## src/rtl/core/dise_pkg.sv

```systemverilog
// Shared types, codes and helpers for the disk image sector expander.
`timescale 1ns / 1ps
`default_nettype none

package dise_pkg;

    // Result classes
    localparam logic RES_RUN   = 1'b0;
    localparam logic RES_ERROR = 1'b1;

    // Error report codes
    localparam logic [2:0] ERR_MAGIC   = 3'd0;
    localparam logic [2:0] ERR_MODE    = 3'd1;
    localparam logic [2:0] ERR_CYL     = 3'd2;
    localparam logic [2:0] ERR_HEAD    = 3'd3;
    localparam logic [2:0] ERR_SIZE    = 3'd4;
    localparam logic [2:0] ERR_COUNT   = 3'd5;
    localparam logic [2:0] ERR_RECTYPE = 3'd6;

    // Record kinds as reported on the output
    localparam logic [1:0] KIND_NORMAL     = 2'd0;
    localparam logic [1:0] KIND_DELETED    = 2'd1;
    localparam logic [1:0] KIND_COMPRESSED = 2'd2;
    localparam logic [1:0] KIND_UNAVAIL    = 2'd3;

    // Sector record type bytes in the file
    localparam logic [7:0] REC_UNAVAIL          = 8'd0;
    localparam logic [7:0] REC_NORMAL           = 8'd1;
    localparam logic [7:0] REC_COMPRESSED       = 8'd2;
    localparam logic [7:0] REC_DELETED          = 8'd3;
    localparam logic [7:0] REC_DELETED_COMP     = 8'd4;
    localparam logic [7:0] REC_NORMAL_ERR       = 8'd5;
    localparam logic [7:0] REC_COMPRESSED_ERR   = 8'd6;
    localparam logic [7:0] REC_DELETED_ERR      = 8'd7;
    localparam logic [7:0] REC_DELETED_COMP_ERR = 8'd8;

    // Configuration register indexes
    localparam logic CFG_MAX_CYLINDER = 1'b0;
    localparam logic CFG_FILL_BYTE    = 1'b1;

    localparam logic [7:0] MAX_CYLINDER_RESET = 8'd80;
    localparam logic [7:0] FILL_BYTE_RESET    = 8'hE5;

    localparam logic [7:0] COMMENT_END = 8'h1A;
    localparam logic [7:0] MAX_MODE    = 8'd5;
    localparam logic [7:0] MAX_HEAD    = 8'd1;
    localparam logic [7:0] MAX_SIZE_CODE = 8'd6;

    localparam logic [7:0] MAGIC_0 = 8'h49;  // 'I'
    localparam logic [7:0] MAGIC_1 = 8'h4D;  // 'M'
    localparam logic [7:0] MAGIC_2 = 8'h44;  // 'D'

    typedef struct packed {
        logic       kind;
        logic [2:0] error_code;
        logic [7:0] run_value;
        logic [13:0] run_length;
        logic [7:0] cylinder;
        logic       head;
        logic [7:0] sector_number;
        logic [1:0] record_kind;
        logic       sector_end;
    } result_t;

    function automatic logic [7:0] magic_byte(input logic [1:0] idx);
        logic [7:0] b;
        case (idx)
            2'd0:    b = MAGIC_0;
            2'd1:    b = MAGIC_1;
            default: b = MAGIC_2;
        endcase
        return b;
    endfunction

    // 128 << code, for codes up to 6
    function automatic logic [13:0] sector_size(input logic [2:0] code);
        return 14'd128 << code;
    endfunction

endpackage

`default_nettype wire

```

## src/rtl/core/dise_front.sv

```systemverilog
// Front end: byte parser, track state, numbering map and result classification.
`timescale 1ns / 1ps
`default_nettype none

module dise_front #(
    parameter int MAX_SECTORS      = 32,
    parameter int MAX_SECTOR_BYTES = 8192
) (
    input  wire logic              clk,
    input  wire logic              rst_n,
    input  wire logic              take,
    input  wire logic [7:0]        in_byte,
    input  wire logic              cfg_write,
    input  wire logic              cfg_index,
    input  wire logic [7:0]        cfg_data,
    output logic                   res_valid,
    output dise_pkg::result_t      res
);

    localparam int AW = (MAX_SECTORS > 1) ? $clog2(MAX_SECTORS) : 1;

    typedef enum logic [3:0] {
        PH_MAGIC, PH_COMMENT, PH_MODE, PH_CYL, PH_HEAD, PH_COUNT,
        PH_SIZE, PH_MAP, PH_TYPE, PH_DATA, PH_FILL, PH_HALT
    } phase_t;

    phase_t      phase_reg, phase_next;
    logic [1:0]  magic_index_reg, magic_index_next;
    logic [7:0]  cyl_reg, cyl_next;
    logic        head_reg, head_next;
    logic [7:0]  total_reg, total_next;
    logic [2:0]  size_code_reg, size_code_next;
    logic [7:0]  idx_reg, idx_next;
    logic [13:0] count_reg, count_next;
    logic [1:0]  kind_reg, kind_next;
    logic        error_reg, error_next;
    logic [7:0]  max_cyl_reg;
    logic [7:0]  fill_reg;

    logic [7:0]  map_mem [MAX_SECTORS];
    logic [7:0]  map_rd_reg;
    logic        map_we;

    logic [13:0] cur_size;
    logic [13:0] new_size;
    logic [7:0]  idx_inc;

    assign cur_size = dise_pkg::sector_size(size_code_reg);
    assign new_size = dise_pkg::sector_size(in_byte[2:0]);
    assign idx_inc  = 8'(idx_reg + 8'd1);

    always_comb
    begin
        phase_next       = phase_reg;
        magic_index_next = magic_index_reg;
        cyl_next         = cyl_reg;
        head_next        = head_reg;
        total_next       = total_reg;
        size_code_next   = size_code_reg;
        idx_next         = idx_reg;
        count_next       = count_reg;
        kind_next        = kind_reg;
        error_next       = error_reg;
        map_we           = 1'b0;
        res_valid        = 1'b0;
        res              = '0;

        if (take && !error_reg)
        begin
            unique case (phase_reg)
                PH_MAGIC:
                begin
                    if (in_byte != dise_pkg::magic_byte(magic_index_reg))
                    begin
                        res_valid      = 1'b1;
                        res.kind       = dise_pkg::RES_ERROR;
                        res.error_code = dise_pkg::ERR_MAGIC;
                    end
                    else
                    begin
                        magic_index_next = 2'(magic_index_reg + 2'd1);
                        if (magic_index_reg == 2'd2)
                            phase_next = PH_COMMENT;
                    end
                end
                PH_COMMENT:
                begin
                    if (in_byte == dise_pkg::COMMENT_END)
                        phase_next = PH_MODE;
                end
                PH_MODE:
                begin
                    if (in_byte > dise_pkg::MAX_MODE)
                    begin
                        res_valid      = 1'b1;
                        res.kind       = dise_pkg::RES_ERROR;
                        res.error_code = dise_pkg::ERR_MODE;
                    end
                    else
                        phase_next = PH_CYL;
                end
                PH_CYL:
                begin
                    if (in_byte > max_cyl_reg)
                    begin
                        res_valid      = 1'b1;
                        res.kind       = dise_pkg::RES_ERROR;
                        res.error_code = dise_pkg::ERR_CYL;
                    end
                    else
                    begin
                        cyl_next   = in_byte;
                        phase_next = PH_HEAD;
                    end
                end
                PH_HEAD:
                begin
                    if (in_byte > dise_pkg::MAX_HEAD)
                    begin
                        res_valid      = 1'b1;
                        res.kind       = dise_pkg::RES_ERROR;
                        res.error_code = dise_pkg::ERR_HEAD;
                    end
                    else
                    begin
                        head_next  = in_byte[0];
                        phase_next = PH_COUNT;
                    end
                end
                PH_COUNT:
                begin
                    if (in_byte > 8'(MAX_SECTORS))
                    begin
                        res_valid      = 1'b1;
                        res.kind       = dise_pkg::RES_ERROR;
                        res.error_code = dise_pkg::ERR_COUNT;
                    end
                    else
                    begin
                        total_next = in_byte;
                        phase_next = PH_SIZE;
                    end
                end
                PH_SIZE:
                begin
                    if (in_byte > dise_pkg::MAX_SIZE_CODE
                        || new_size > 14'(MAX_SECTOR_BYTES))
                    begin
                        res_valid      = 1'b1;
                        res.kind       = dise_pkg::RES_ERROR;
                        res.error_code = dise_pkg::ERR_SIZE;
                    end
                    else
                    begin
                        size_code_next = in_byte[2:0];
                        idx_next       = 8'd0;
                        count_next     = 14'd0;
                        phase_next     = (total_reg == 8'd0) ? PH_MODE : PH_MAP;
                    end
                end
                PH_MAP:
                begin
                    map_we = (idx_reg < 8'(MAX_SECTORS));
                    if (idx_inc >= total_reg)
                    begin
                        idx_next   = 8'd0;
                        phase_next = PH_TYPE;
                    end
                    else
                        idx_next = idx_inc;
                end
                PH_TYPE:
                begin
                    count_next = 14'd0;
                    unique case (in_byte) inside
                        dise_pkg::REC_UNAVAIL:
                        begin
                            kind_next         = dise_pkg::KIND_UNAVAIL;
                            res_valid         = 1'b1;
                            res.kind          = dise_pkg::RES_RUN;
                            res.run_value     = fill_reg;
                            res.run_length    = cur_size;
                            res.cylinder      = cyl_reg;
                            res.head          = head_reg;
                            res.sector_number = map_rd_reg;
                            res.record_kind   = dise_pkg::KIND_UNAVAIL;
                            res.sector_end    = 1'b1;
                            idx_next          = idx_inc;
                            phase_next        = (idx_inc >= total_reg) ? PH_MODE : PH_TYPE;
                        end
                        dise_pkg::REC_NORMAL, dise_pkg::REC_NORMAL_ERR:
                        begin
                            kind_next  = dise_pkg::KIND_NORMAL;
                            phase_next = PH_DATA;
                        end
                        dise_pkg::REC_DELETED, dise_pkg::REC_DELETED_ERR:
                        begin
                            kind_next  = dise_pkg::KIND_DELETED;
                            phase_next = PH_DATA;
                        end
                        dise_pkg::REC_COMPRESSED, dise_pkg::REC_DELETED_COMP,
                        dise_pkg::REC_COMPRESSED_ERR, dise_pkg::REC_DELETED_COMP_ERR:
                        begin
                            kind_next  = dise_pkg::KIND_COMPRESSED;
                            phase_next = PH_FILL;
                        end
                        default:
                        begin
                            res_valid      = 1'b1;
                            res.kind       = dise_pkg::RES_ERROR;
                            res.error_code = dise_pkg::ERR_RECTYPE;
                        end
                    endcase
                end
                PH_DATA:
                begin
                    res_valid         = 1'b1;
                    res.kind          = dise_pkg::RES_RUN;
                    res.run_value     = in_byte;
                    res.run_length    = 14'd1;
                    res.cylinder      = cyl_reg;
                    res.head          = head_reg;
                    res.sector_number = map_rd_reg;
                    res.record_kind   = kind_reg;
                    if ({1'b0, count_reg} + 15'd1 >= {1'b0, cur_size})
                    begin
                        res.sector_end = 1'b1;
                        count_next     = 14'd0;
                        idx_next       = idx_inc;
                        phase_next     = (idx_inc >= total_reg) ? PH_MODE : PH_TYPE;
                    end
                    else
                        count_next = 14'(count_reg + 14'd1);
                end
                PH_FILL:
                begin
                    res_valid         = 1'b1;
                    res.kind          = dise_pkg::RES_RUN;
                    res.run_value     = in_byte;
                    res.run_length    = cur_size;
                    res.cylinder      = cyl_reg;
                    res.head          = head_reg;
                    res.sector_number = map_rd_reg;
                    res.record_kind   = kind_reg;
                    res.sector_end    = 1'b1;
                    count_next        = 14'd0;
                    idx_next          = idx_inc;
                    phase_next        = (idx_inc >= total_reg) ? PH_MODE : PH_TYPE;
                end
                PH_HALT:
                begin
                end
                default:
                begin
                end
            endcase

            if (res_valid && res.kind == dise_pkg::RES_ERROR)
            begin
                error_next = 1'b1;
                phase_next = PH_HALT;
            end
        end
    end

    always_ff @(posedge clk or negedge rst_n)
    begin
        if (!rst_n)
        begin
            phase_reg       <= PH_MAGIC;
            magic_index_reg <= 2'd0;
            cyl_reg         <= 8'd0;
            head_reg        <= 1'b0;
            total_reg       <= 8'd0;
            size_code_reg   <= 3'd0;
            idx_reg         <= 8'd0;
            count_reg       <= 14'd0;
            kind_reg        <= 2'd0;
            error_reg       <= 1'b0;
            max_cyl_reg     <= dise_pkg::MAX_CYLINDER_RESET;
            fill_reg        <= dise_pkg::FILL_BYTE_RESET;
        end
        else
        begin
            phase_reg       <= phase_next;
            magic_index_reg <= magic_index_next;
            cyl_reg         <= cyl_next;
            head_reg        <= head_next;
            total_reg       <= total_next;
            size_code_reg   <= size_code_next;
            idx_reg         <= idx_next;
            count_reg       <= count_next;
            kind_reg        <= kind_next;
            error_reg       <= error_next;
            if (cfg_write && cfg_index == dise_pkg::CFG_MAX_CYLINDER)
                max_cyl_reg <= cfg_data;
            if (cfg_write && cfg_index == dise_pkg::CFG_FILL_BYTE)
                fill_reg <= cfg_data;
        end
    end

    // Numbering map; the read port follows the next sector index so the entry
    // for the current record is always sitting in map_rd_reg.
    always_ff @(posedge clk)
    begin
        if (map_we)
            map_mem[idx_reg[AW-1:0]] <= in_byte;
        if (map_we && idx_reg == idx_next)
            map_rd_reg <= in_byte;
        else if (idx_next < 8'(MAX_SECTORS))
            map_rd_reg <= map_mem[idx_next[AW-1:0]];
        else
            map_rd_reg <= 8'd0;
    end

    a_error_sticky: assert property (@(posedge clk) disable iff (!rst_n)
        error_reg |=> error_reg)
        else $error("error latch cleared without reset");

    a_silent_after_error: assert property (@(posedge clk) disable iff (!rst_n)
        error_reg |-> !res_valid)
        else $error("result produced after error");

    a_error_latches: assert property (@(posedge clk) disable iff (!rst_n)
        (res_valid && res.kind == dise_pkg::RES_ERROR) |=> (error_reg && phase_reg == PH_HALT))
        else $error("error report did not halt the parser");

endmodule

`default_nettype wire

```

## src/rtl/core/dise_queue.sv

```systemverilog
// Short result queue between the parser and the output stage.
`timescale 1ns / 1ps
`default_nettype none

module dise_queue (
    input  wire logic              clk,
    input  wire logic              rst_n,
    input  wire logic              push,
    input  wire dise_pkg::result_t push_data,
    input  wire logic              pop,
    output logic                   full,
    output logic                   not_empty,
    output dise_pkg::result_t      head_data
);

    localparam int DEPTH = 4;
    localparam int PW    = $clog2(DEPTH);

    dise_pkg::result_t store [DEPTH];
    logic [PW-1:0] wr_ptr_reg, wr_ptr_next;
    logic [PW-1:0] rd_ptr_reg, rd_ptr_next;
    logic [PW:0]   count_reg, count_next;

    assign full      = (count_reg == (PW+1)'(DEPTH));
    assign not_empty = (count_reg != '0);
    assign head_data = store[rd_ptr_reg];

    always_comb
    begin
        wr_ptr_next = push ? PW'(wr_ptr_reg + 1'b1) : wr_ptr_reg;
        rd_ptr_next = pop  ? PW'(rd_ptr_reg + 1'b1) : rd_ptr_reg;
        count_next  = count_reg;
        if (push && !pop)
            count_next = (PW+1)'(count_reg + 1'b1);
        else if (pop && !push)
            count_next = (PW+1)'(count_reg - 1'b1);
    end

    always_ff @(posedge clk or negedge rst_n)
    begin
        if (!rst_n)
        begin
            wr_ptr_reg <= '0;
            rd_ptr_reg <= '0;
            count_reg  <= '0;
        end
        else
        begin
            wr_ptr_reg <= wr_ptr_next;
            rd_ptr_reg <= rd_ptr_next;
            count_reg  <= count_next;
        end
    end

    always_ff @(posedge clk)
    begin
        if (push)
            store[wr_ptr_reg] <= push_data;
    end

    a_no_overflow: assert property (@(posedge clk) disable iff (!rst_n)
        push |-> (!full || pop))
        else $error("push into full queue");

    a_no_underflow: assert property (@(posedge clk) disable iff (!rst_n)
        pop |-> not_empty)
        else $error("pop from empty queue");

    a_count_bound: assert property (@(posedge clk) disable iff (!rst_n)
        count_reg <= (PW+1)'(DEPTH))
        else $error("queue count out of range");

endmodule

`default_nettype wire

```

## src/rtl/core/dise_back.sv

```systemverilog
// Output stage: registers one result and hands it to the downstream side.
`timescale 1ns / 1ps
`default_nettype none

module dise_back (
    input  wire logic              clk,
    input  wire logic              rst_n,
    input  wire logic              q_not_empty,
    input  wire dise_pkg::result_t q_head,
    output logic                   q_pop,
    output logic                   out_valid,
    input  wire logic              out_stall,
    output dise_pkg::result_t      out_data
);

    logic              valid_reg;
    dise_pkg::result_t data_reg;

    // refill whenever the register is empty or its transaction completes
    assign q_pop     = q_not_empty && (!valid_reg || !out_stall);
    assign out_valid = valid_reg;
    assign out_data  = data_reg;

    always_ff @(posedge clk or negedge rst_n)
    begin
        if (!rst_n)
            valid_reg <= 1'b0;
        else if (!valid_reg || !out_stall)
            valid_reg <= q_not_empty;
    end

    always_ff @(posedge clk)
    begin
        if (q_pop)
            data_reg <= q_head;
    end

endmodule

`default_nettype wire

```

## src/rtl/core/disk_image_sector_expander.sv

```systemverilog
// Top level of the disk image to raw sector run expander.
//
//  channel   dir  handshake            payload
//  input     in   in_valid/in_stall    in_byte
//  output    out  out_valid/out_stall  kind error_code run_value run_length
//                                      cylinder head sector_number record_kind sector_end
//  config    in   cfg_write            cfg_index cfg_data
//
// One input byte per cycle while in_stall is low; each byte yields zero or one result.
// Each result is written into the queue and then into the output register.
// in_stall rises only when the four-entry result queue is full.
// Reset clears parser state and loads register defaults; the map is not cleared.
// After an error report the block keeps taking bytes and discards them.
`timescale 1ns / 1ps
`default_nettype none

module disk_image_sector_expander #(
    parameter int MAX_SECTORS      = 32,
    parameter int MAX_SECTOR_BYTES = 8192
) (
    input  wire logic        clk,
    input  wire logic        rst_n,
    input  wire logic        in_valid,
    output logic             in_stall,
    input  wire logic [7:0]  in_byte,
    input  wire logic        cfg_write,
    input  wire logic        cfg_index,
    input  wire logic [7:0]  cfg_data,
    output logic             out_valid,
    input  wire logic        out_stall,
    output logic             kind,
    output logic [2:0]       error_code,
    output logic [7:0]       run_value,
    output logic [13:0]      run_length,
    output logic [7:0]       cylinder,
    output logic             head,
    output logic [7:0]       sector_number,
    output logic [1:0]       record_kind,
    output logic             sector_end
);

    logic              take;
    logic              res_valid;
    dise_pkg::result_t res;
    logic              q_full;
    logic              q_not_empty;
    logic              q_pop;
    dise_pkg::result_t q_head;
    dise_pkg::result_t out_data;

    assign in_stall = q_full;
    assign take     = in_valid && !q_full;

    dise_front #(
        .MAX_SECTORS      (MAX_SECTORS),
        .MAX_SECTOR_BYTES (MAX_SECTOR_BYTES)
    ) u_front (
        .clk       (clk),
        .rst_n     (rst_n),
        .take      (take),
        .in_byte   (in_byte),
        .cfg_write (cfg_write),
        .cfg_index (cfg_index),
        .cfg_data  (cfg_data),
        .res_valid (res_valid),
        .res       (res)
    );

    dise_queue u_queue (
        .clk       (clk),
        .rst_n     (rst_n),
        .push      (res_valid),
        .push_data (res),
        .pop       (q_pop),
        .full      (q_full),
        .not_empty (q_not_empty),
        .head_data (q_head)
    );

    dise_back u_back (
        .clk         (clk),
        .rst_n       (rst_n),
        .q_not_empty (q_not_empty),
        .q_head      (q_head),
        .q_pop       (q_pop),
        .out_valid   (out_valid),
        .out_stall   (out_stall),
        .out_data    (out_data)
    );

    assign kind          = out_data.kind;
    assign error_code    = out_data.error_code;
    assign run_value     = out_data.run_value;
    assign run_length    = out_data.run_length;
    assign cylinder      = out_data.cylinder;
    assign head          = out_data.head;
    assign sector_number = out_data.sector_number;
    assign record_kind   = out_data.record_kind;
    assign sector_end    = out_data.sector_end;

endmodule

`default_nettype wire
```

## config.mk

```make
export PLATFORM = sky130hd
export DESIGN_NAME = disk_image_sector_expander
export DESIGN_NICKNAME = d
export VERILOG_FILES = /design/src/rtl/core/dise_pkg.sv /design/src/rtl/core/dise_front.sv /design/src/rtl/core/dise_queue.sv /design/src/rtl/core/dise_back.sv /design/src/rtl/core/disk_image_sector_expander.sv
export SDC_FILE = /design/constraint.sdc
export NUM_CORES = 1
export LEC_CHECK = 0
export BUFFER_PORTS_ARGS = -buffer_cell sky130_fd_sc_hd__buf_2
export CAP_MARGIN = 20
export CORE_UTILIZATION = 40
export CTS_CLUSTER_DIAMETER = 30
export CTS_CLUSTER_SIZE = 24
export DETAILED_ROUTE_END_ITERATION = 8
export HOLD_SLACK_MARGIN = 0.06
export MAX_ROUTING_LAYER = met4
export PLACE_DENSITY = 0.56
export SYNTH_ARGS = -nofsm -noshare
export SYNTH_HDL_FRONTEND = slang
export SYNTH_SLANG_ARGS = --single-unit
```

## constraint.sdc

```tcl
create_clock -name clk -period 6 [get_ports clk]
set_input_delay 0.6 -clock clk [delete_from_list [all_inputs] [get_ports clk]]
set_output_delay 0.6 -clock clk [all_outputs]
set_load 0.005 [all_outputs]
```

==> results of run 1 <==
==> power breakdown <==
part           internal (mW)  switching [mW]  total [mW]
clock network           4.03            2.05        6.08
registers               4.39           0.254        4.64
logic                   1.04            1.73        2.76
total                   9.46            4.03        13.5
==> logic make-up (layout without fill, tap and decap cells) <==
kind of cell / count (synthesis) / count (layout) / synth area share (%)
adder cells (fa/ha/maj): 37 / 37 / 2.07
AND/OR/NAND/NOR: 595 / 595 / 12.0
multiplexers: 105 / 105 / 6.96
buffers and inverters: 123 / 349 / 2.44
flip-flops: 539 / 539 / 69.3
other: 1 / 9 / 0.0165
XOR/XNOR: 19 / 19 / 0.733
AO/OA/AOI/OAI: 222 / 222 / 6.42
==> cells in the final DEF, fill, tap and decap left out, types with 19 or more instances in the layout <==
master / instances
edfxtp_1: 456
nand2_1: 270
clkbuf_16: 110
nand3_1: 101
nor2_1: 94
dfrtp_1: 66
buf_2: 62
a21oi_1: 55
o21ai_0: 53
mux2i_1: 42
mux4_2: 40
ha_1: 36
inv_1: 34
buf_4: 34
clkinv_2: 25
mux2_2: 23
and2_1: 22
a31oi_1: 19
==> stage by stage <==
step	utilization (%)	area, um2	power, mW
after floorplan	-	22700	6.56
after global placement	42.9	23900	7.44
after detailed placement	42.9	23900	7.46
after CTS	49.8	27700	13.6
after global routing	49.9	27800	14.1
final	49.9	27800	13.5
==> tightest hold or removal path: stages <==
cell and delay (ns):
buf_2 0.10, nand2_1 0.04, o21ai_0 0.06
==> layer usage <==
layer / track usage (%) / share of wire [%] / wire length [um] / vias up
li1: - / - / - / 6454
met1: 26.9 / 44 / 24700 / 7053
met2: 32.7 / 48 / 27300 / 461
met3: 4.29 / 5.7 / 3220 / 94
met4: 6.79 / 2.1 / 1190 / 0
met5: - / 0 / 0 / -
==> worst paths after layout <==
| path | depth (start not counted) | to | slack, ns |
|---|---|---|---|
| max | 18 | u_front.map_rd_reg[5]$_DFF_P_ | 0.53 |
| min | 3 | u_front.max_cyl_reg[1]$_DFFE_PN0P_ | 0.20 |
| max reg2reg | 18 | u_front.map_rd_reg[5]$_DFF_P_ | 0.53 |
| min reg2reg | 1 | u_queue.count_reg[2]$_DFFE_PN0P_ | 0.48 |
| max in group asynchronous | 3 | u_front.fill_reg[6]$_DFFE_PN1P_ | 4.97 |
| min in group asynchronous | 2 | u_queue.count_reg[0]$_DFFE_PN0P_ | 0.37 |
==> timing repair <==
action,CTS,global route
endpoints found under the setup margin,0,7
gates resized for setup,0,7
endpoints found under the hold margin,0,13
hold buffers,0,1
==> cell type report <==
| class | count | area [um2] | area share (%) |
|---|---|---|---|
| clock inverter | 77 | 887 | 3.19 |
| multi-input combinational | 984 | 6460 | 23.3 |
| inverter | 41 | 156 | 0.563 |
| tap | 748 | 936 | 3.37 |
| clock buffer | 131 | 2940 | 10.6 |
| timing repair buffer | 100 | 638 | 2.30 |
| antenna | 3 | 7.51 | 0.0270 |
| sequential | 539 | 15700 | 56.7 |
==> results.cfg, run 1 <==
[critical_path]
cpLargestDelayFamily = simple AND/OR/NAND/NOR gates
critPathLaunch = u_front.idx_reg[3]$_DFF_PN0_
crit_top_cell = mux2i_1
worstSetupStartpointType = flop
slowest_stage = o31ai_2
cpPeakStageDelay_ns = 0.62
r2r-start = u_front.idx_reg[3]$_DFF_PN0_
path_max_fanout = 64
critPathBufInv = 3
crit_arrival_ns = 6.07
end_kind = flop
cp.required_ns = 6.60
cp_cell_sequence = nand3_1 > nor3_2 > and3_1 > xnor2_1 > inv_1 > ha_1 > nand4_1 > o31ai_2 > o21ai_1 > o211ai_1 > and2_2 > inv_4 > buf_12 > mux2i_1 > mux2i_1 > o21ai_0 > nor4_1 > a22o_1
crit_type = flop to flop

[placement]
place_inst = 2410
place_ws_ns = 0.0996
portBuffers = 63
gp_congestion = 0.867
dpl.hpwl_mm = 35.1

[logic_synthesis]
synth_cell_types = 80
ys_ff_latch = 539
ys.flop_type = edfxtp_1
synth_top_area_cell = edfxtp_1
synthArstFlopShare_pct = 13.9
yosysWarnings = 0
synth_edf_count = 456
syn_avg_cell_area_um2 = 13.8
synth_commonest_cells = edfxtp_1 (456), nand2_1 (270), nand3_1 (101)
synth_area_um2 = 22700
synthTopCellsByArea = edfxtp_1 (60%), dfrtp_1 (7.5%), nand2_1 (4.5%), mux4_2 (4.0%), nand3_1 (2.2%)
yosysSeqAreaShare_pct = 69.3
yosysTopAreaCellShare_pct = 60.3
synth_most_common_cell = edfxtp_1
netlist_instances = 1641

[routing]
wirelength_mm = 56.4
drt_first_pass_iters = 5
drt-vias-per-instance = 5.36
route.detailed.drc = 0
first_iter_violations = 1368
vias = 14062
wl_per_cell_um = 21.5
ant_nets = 0

[floorplanning]
dieArea_um2 = 57700
chipHeight_um = 240
fp-row-count = 86
chipWidth_um = 240
start_util_pct = 40.8
core-area_um2 = 55600
boundaryPins = 70

[global_route]
grt_max_degree = 92
grt_pass1_wl_mm = 86.8
grt_pass1_vias = 14451
grt_overflow = 0
track_usage_pct = 20.8
antenna_found_initial = 2

[clock_network]
ctsRootBufferMaster = clkbuf_16
cts_inserted_buffers = 109
insertion_delay_ns = 0.66
clock-sinks = 539
htreeDepth = 3
cts_buffer_depth = 3
postCtsSetupBuffers = 0
cts_tree = built
clkTransAtPathRegs_ns = 0.05

[layout]
num-fill-cells = 4730
largest_reg_flops = 256
final_cells = 2623
drive_above_1_share_pct = 21.3
nNetsFinal = 1834
syn_to_final_growth_pct = 22.3

[worst_hold_path]
min_path_type = primary input to flop
min_from = cfg_data[1]

[sta]
hold_violations = 0
hold-worst-slack_ns = 0.203
min_period_ns = 5.47
rsz0062_at_grt = no
maxSlewViolCount = 0
setup_viol = 0
period_share_pct = 91.2
worstMarginPinSlew_ns = 1.13
max_slew_margin_pct = 24.9
final.setup.worst_slack_ns = 0.527
max_freq_mhz = 183
clock_skew_ns = 0.0309
fin_tns_setup_ns = 0

[pwr]
p_per_area_nw_per_um2 = 486
p_leak_nw = 10.2
vdd_drop_max_v = 0.000312

[run_status]
status = finished, final reports clean

[job]
cap_violations = 0
Note: power is estimated with default switching activity, not from simulation.
==> inputs of run 2 (changes only) <==
--- a/config.mk
+++ b/config.mk
@@ -7,6 +7,7 @@
 export LEC_CHECK = 0
 export BUFFER_PORTS_ARGS = -buffer_cell sky130_fd_sc_hd__buf_2
 export CAP_MARGIN = 20
+export CORE_ASPECT_RATIO = 1.5
 export CORE_UTILIZATION = 40
 export CTS_CLUSTER_DIAMETER = 30
 export CTS_CLUSTER_SIZE = 24
==> run 2 against run 1 <==
Against the previous run: maximum frequency grew 1.8%; worst hold slack gained 0.035 ns; power shrank 8.6%; clock power shrank 20%; critical path depth grew 1; routed wire length shrank 0.20%; sequential power shrank 1%; critical path type unchanged; largest cell class unchanged; largest power group unchanged.
==> results.cfg, run 2 (same netlist as run 1, synthesis figures left out) <==
[critical_path]
crit_arrival_ns = 5.93
worstSetupStartpointType = flop
r2r-start = u_front.idx_reg[3]$_DFF_PN0_
cp.required_ns = 6.56
crit_type = flop to flop
rr_worst_depth = 19
r2r_slack_ns = 0.62
critPathLaunch = u_front.idx_reg[3]$_DFF_PN0_
end_kind = flop
timing.rr.end = u_front.map_rd_reg[7]$_DFF_P_
path_max_fanout = 70

[floorplanning]
chipWidth_um = 197
chipHeight_um = 294
core-area_um2 = 56000
start_util_pct = 40.6
dieArea_um2 = 57700
boundaryPins = 70
fp-row-count = 106

[clock_network]
htreeDepth = 3
clock-sinks = 539
cts_inserted_buffers = 80
ctsRootBufferMaster = clkbuf_16
cts_buffer_depth = 3
cts_tree = built
postCtsSetupBuffers = 0
insertion_delay_ns = 0.61
clkTransAtPathRegs_ns = 0.06

[pwr]
swShare_pct = 31.4
pwr-share-seq_pct = 37.2
p_int_mw = 8.45
power.switching_mw = 3.87
p_comb_share_pct = 23.2
p_per_area_nw_per_um2 = 460
p_leak_nw = 9.73
pwr-share-clk_pct = 39.6
vdd_drop_max_v = 0.000243

[sta]
rsz0062_at_grt = no
clock_skew_ns = 0.0209
fin_tns_setup_ns = 0
maxSlewViolCount = 0
period_share_pct = 89.6
worstMarginPinSlew_ns = 1.05
setup_viol = 0
min_period_ns = 5.38
hold-worst-slack_ns = 0.239
max_slew_margin_pct = 29.8
max_freq_mhz = 186
hold_violations = 0

[layout]
mostFrequentLayoutCell = edfxtp_1
multi_input_area_um2 = 6440
final_cell_mix = edfxtp_1 (456), nand2_1 (270), nand3_1 (101)
seq_area_um2 = 15700
diodes = 0
largest_reg_flops = 256
drive_above_1_share_pct = 19.5
final_cells = 2576
num-fill-cells = 4875
syn_to_final_growth_pct = 18.1
nNetsFinal = 1811

[routing]
ant_nets = 0
wl_per_cell_um = 21.9
route.detailed.drc = 0
met3_length_mm = 2.54
drt_first_pass_iters = 5
vias = 13841
wirelength_mm = 56.3
dr_wl_met2_mm = 29.4
first_iter_violations = 952
highest_layer = met4
met1Wirelength_mm = 22.2
drt-vias-per-instance = 5.37

[job]
cap_violations = 0

[placement]
gp_congestion = 0.875
portBuffers = 63
place_inst = 2425
dpl.hpwl_mm = 36.7

[run_status]
status = finished, final reports clean

[worst_hold_path]
hold_end = u_front.max_cyl_reg[3]$_DFFE_PN0P_
min_path_type = primary input to flop
hold_depth = 3
min_from = cfg_data[3]

[global_route]
grt_max_degree = 71
grt_pass1_wl_mm = 85.9
track_usage_pct = 20.5
antenna_found_initial = 0
grt_overflow = 0
grt_pass1_vias = 14238
==> run 2: repair_timing <==
action                     CTS  global route
hold endpoints to repair    15             0
setup endpoints to repair    0             8
gates resized for setup      0             2
hold buffers                 1             0
==> run 2: worst max-delay path by stage <==
stage | cells after the start | end | slack [ns]
after CTS | 20 | u_front.map_rd_reg[6]$_DFF_P_ | 0.42
after global placement | 20 | u_front.map_rd_reg[6]$_DFF_P_ | 0.59
after global routing | 19 | u_front.map_rd_reg[6]$_DFF_P_ | 0.13
after floorplan | 17 | u_front.map_rd_reg[5]$_DFF_P_ | 1.84
after detailed placement | 20 | u_front.map_rd_reg[6]$_DFF_P_ | 0.43
final | 19 | u_front.map_rd_reg[7]$_DFF_P_ | 0.62
==> run 2: layout make-up <==
class                      count  share of cell area, %
inverter                      41                  0.593
multi-input combinational    984                   24.0
tap                          756                   3.53
sequential                   539                   58.7
timing repair buffer         106                   2.41
clock buffer                  86                   7.70
clock inverter                64                   3.03
==> run 2: stage by stage <==
step | setup slack (ns) | area [um2] | power, mW | utilization (%)
6_report | 0.624 | 26800 | 12.3 | 47.9
5_1_grt | 0.128 | 26800 | 12.9 | 47.9
4_1_cts | 0.416 | 26800 | 12.4 | 47.9
3_5_place_dp | 0.430 | 23900 | 7.54 | 42.7
3_3_place_gp | 0.585 | 23900 | 7.52 | 42.7
2_1_floorplan | 1.84 | 22700 | 6.56 | -
==> run 2: power by group through the flow <==
stage | clock network, mW | registers, mW | logic, mW
after floorplan | 0 | 4.56 | 2.00
after CTS | 4.95 | 4.59 | 2.89
final | 4.88 | 4.59 | 2.86
after global routing | 5.11 | 4.62 | 3.13
after global placement | 0 | 4.66 | 2.86
after detailed placement | 0 | 4.66 | 2.88
==> run 2: worst max-delay path: stages (launching register included) <==
cell,delay [ns]
dfrtp_1,0.57
nand3_1,0.31
nor3_2,0.41
and3_1,0.26
xnor2_1,0.17
inv_1,0.07
ha_1,0.30
nand4_1,0.10
o31ai_2,0.22
buf_4,0.19
o21ai_0,0.23
o211ai_1,0.29
and2_2,0.24
buf_4,0.29
buf_4,0.66
nand2_1,0.28
nand3_1,0.15
a21oi_1,0.07
nor4_1,0.26
a22o_1,0.16
==> run 2: layer usage <==
| layer | global-route usage (%) | vias to the layer above |
|---|---|---|
| li1 | - | 6361 |
| met1 | 23.5 | 6932 |
| met2 | 35.4 | 428 |
| met3 | 2.98 | 120 |
| met4 | 9.53 | 0 |
| met5 | - | - |
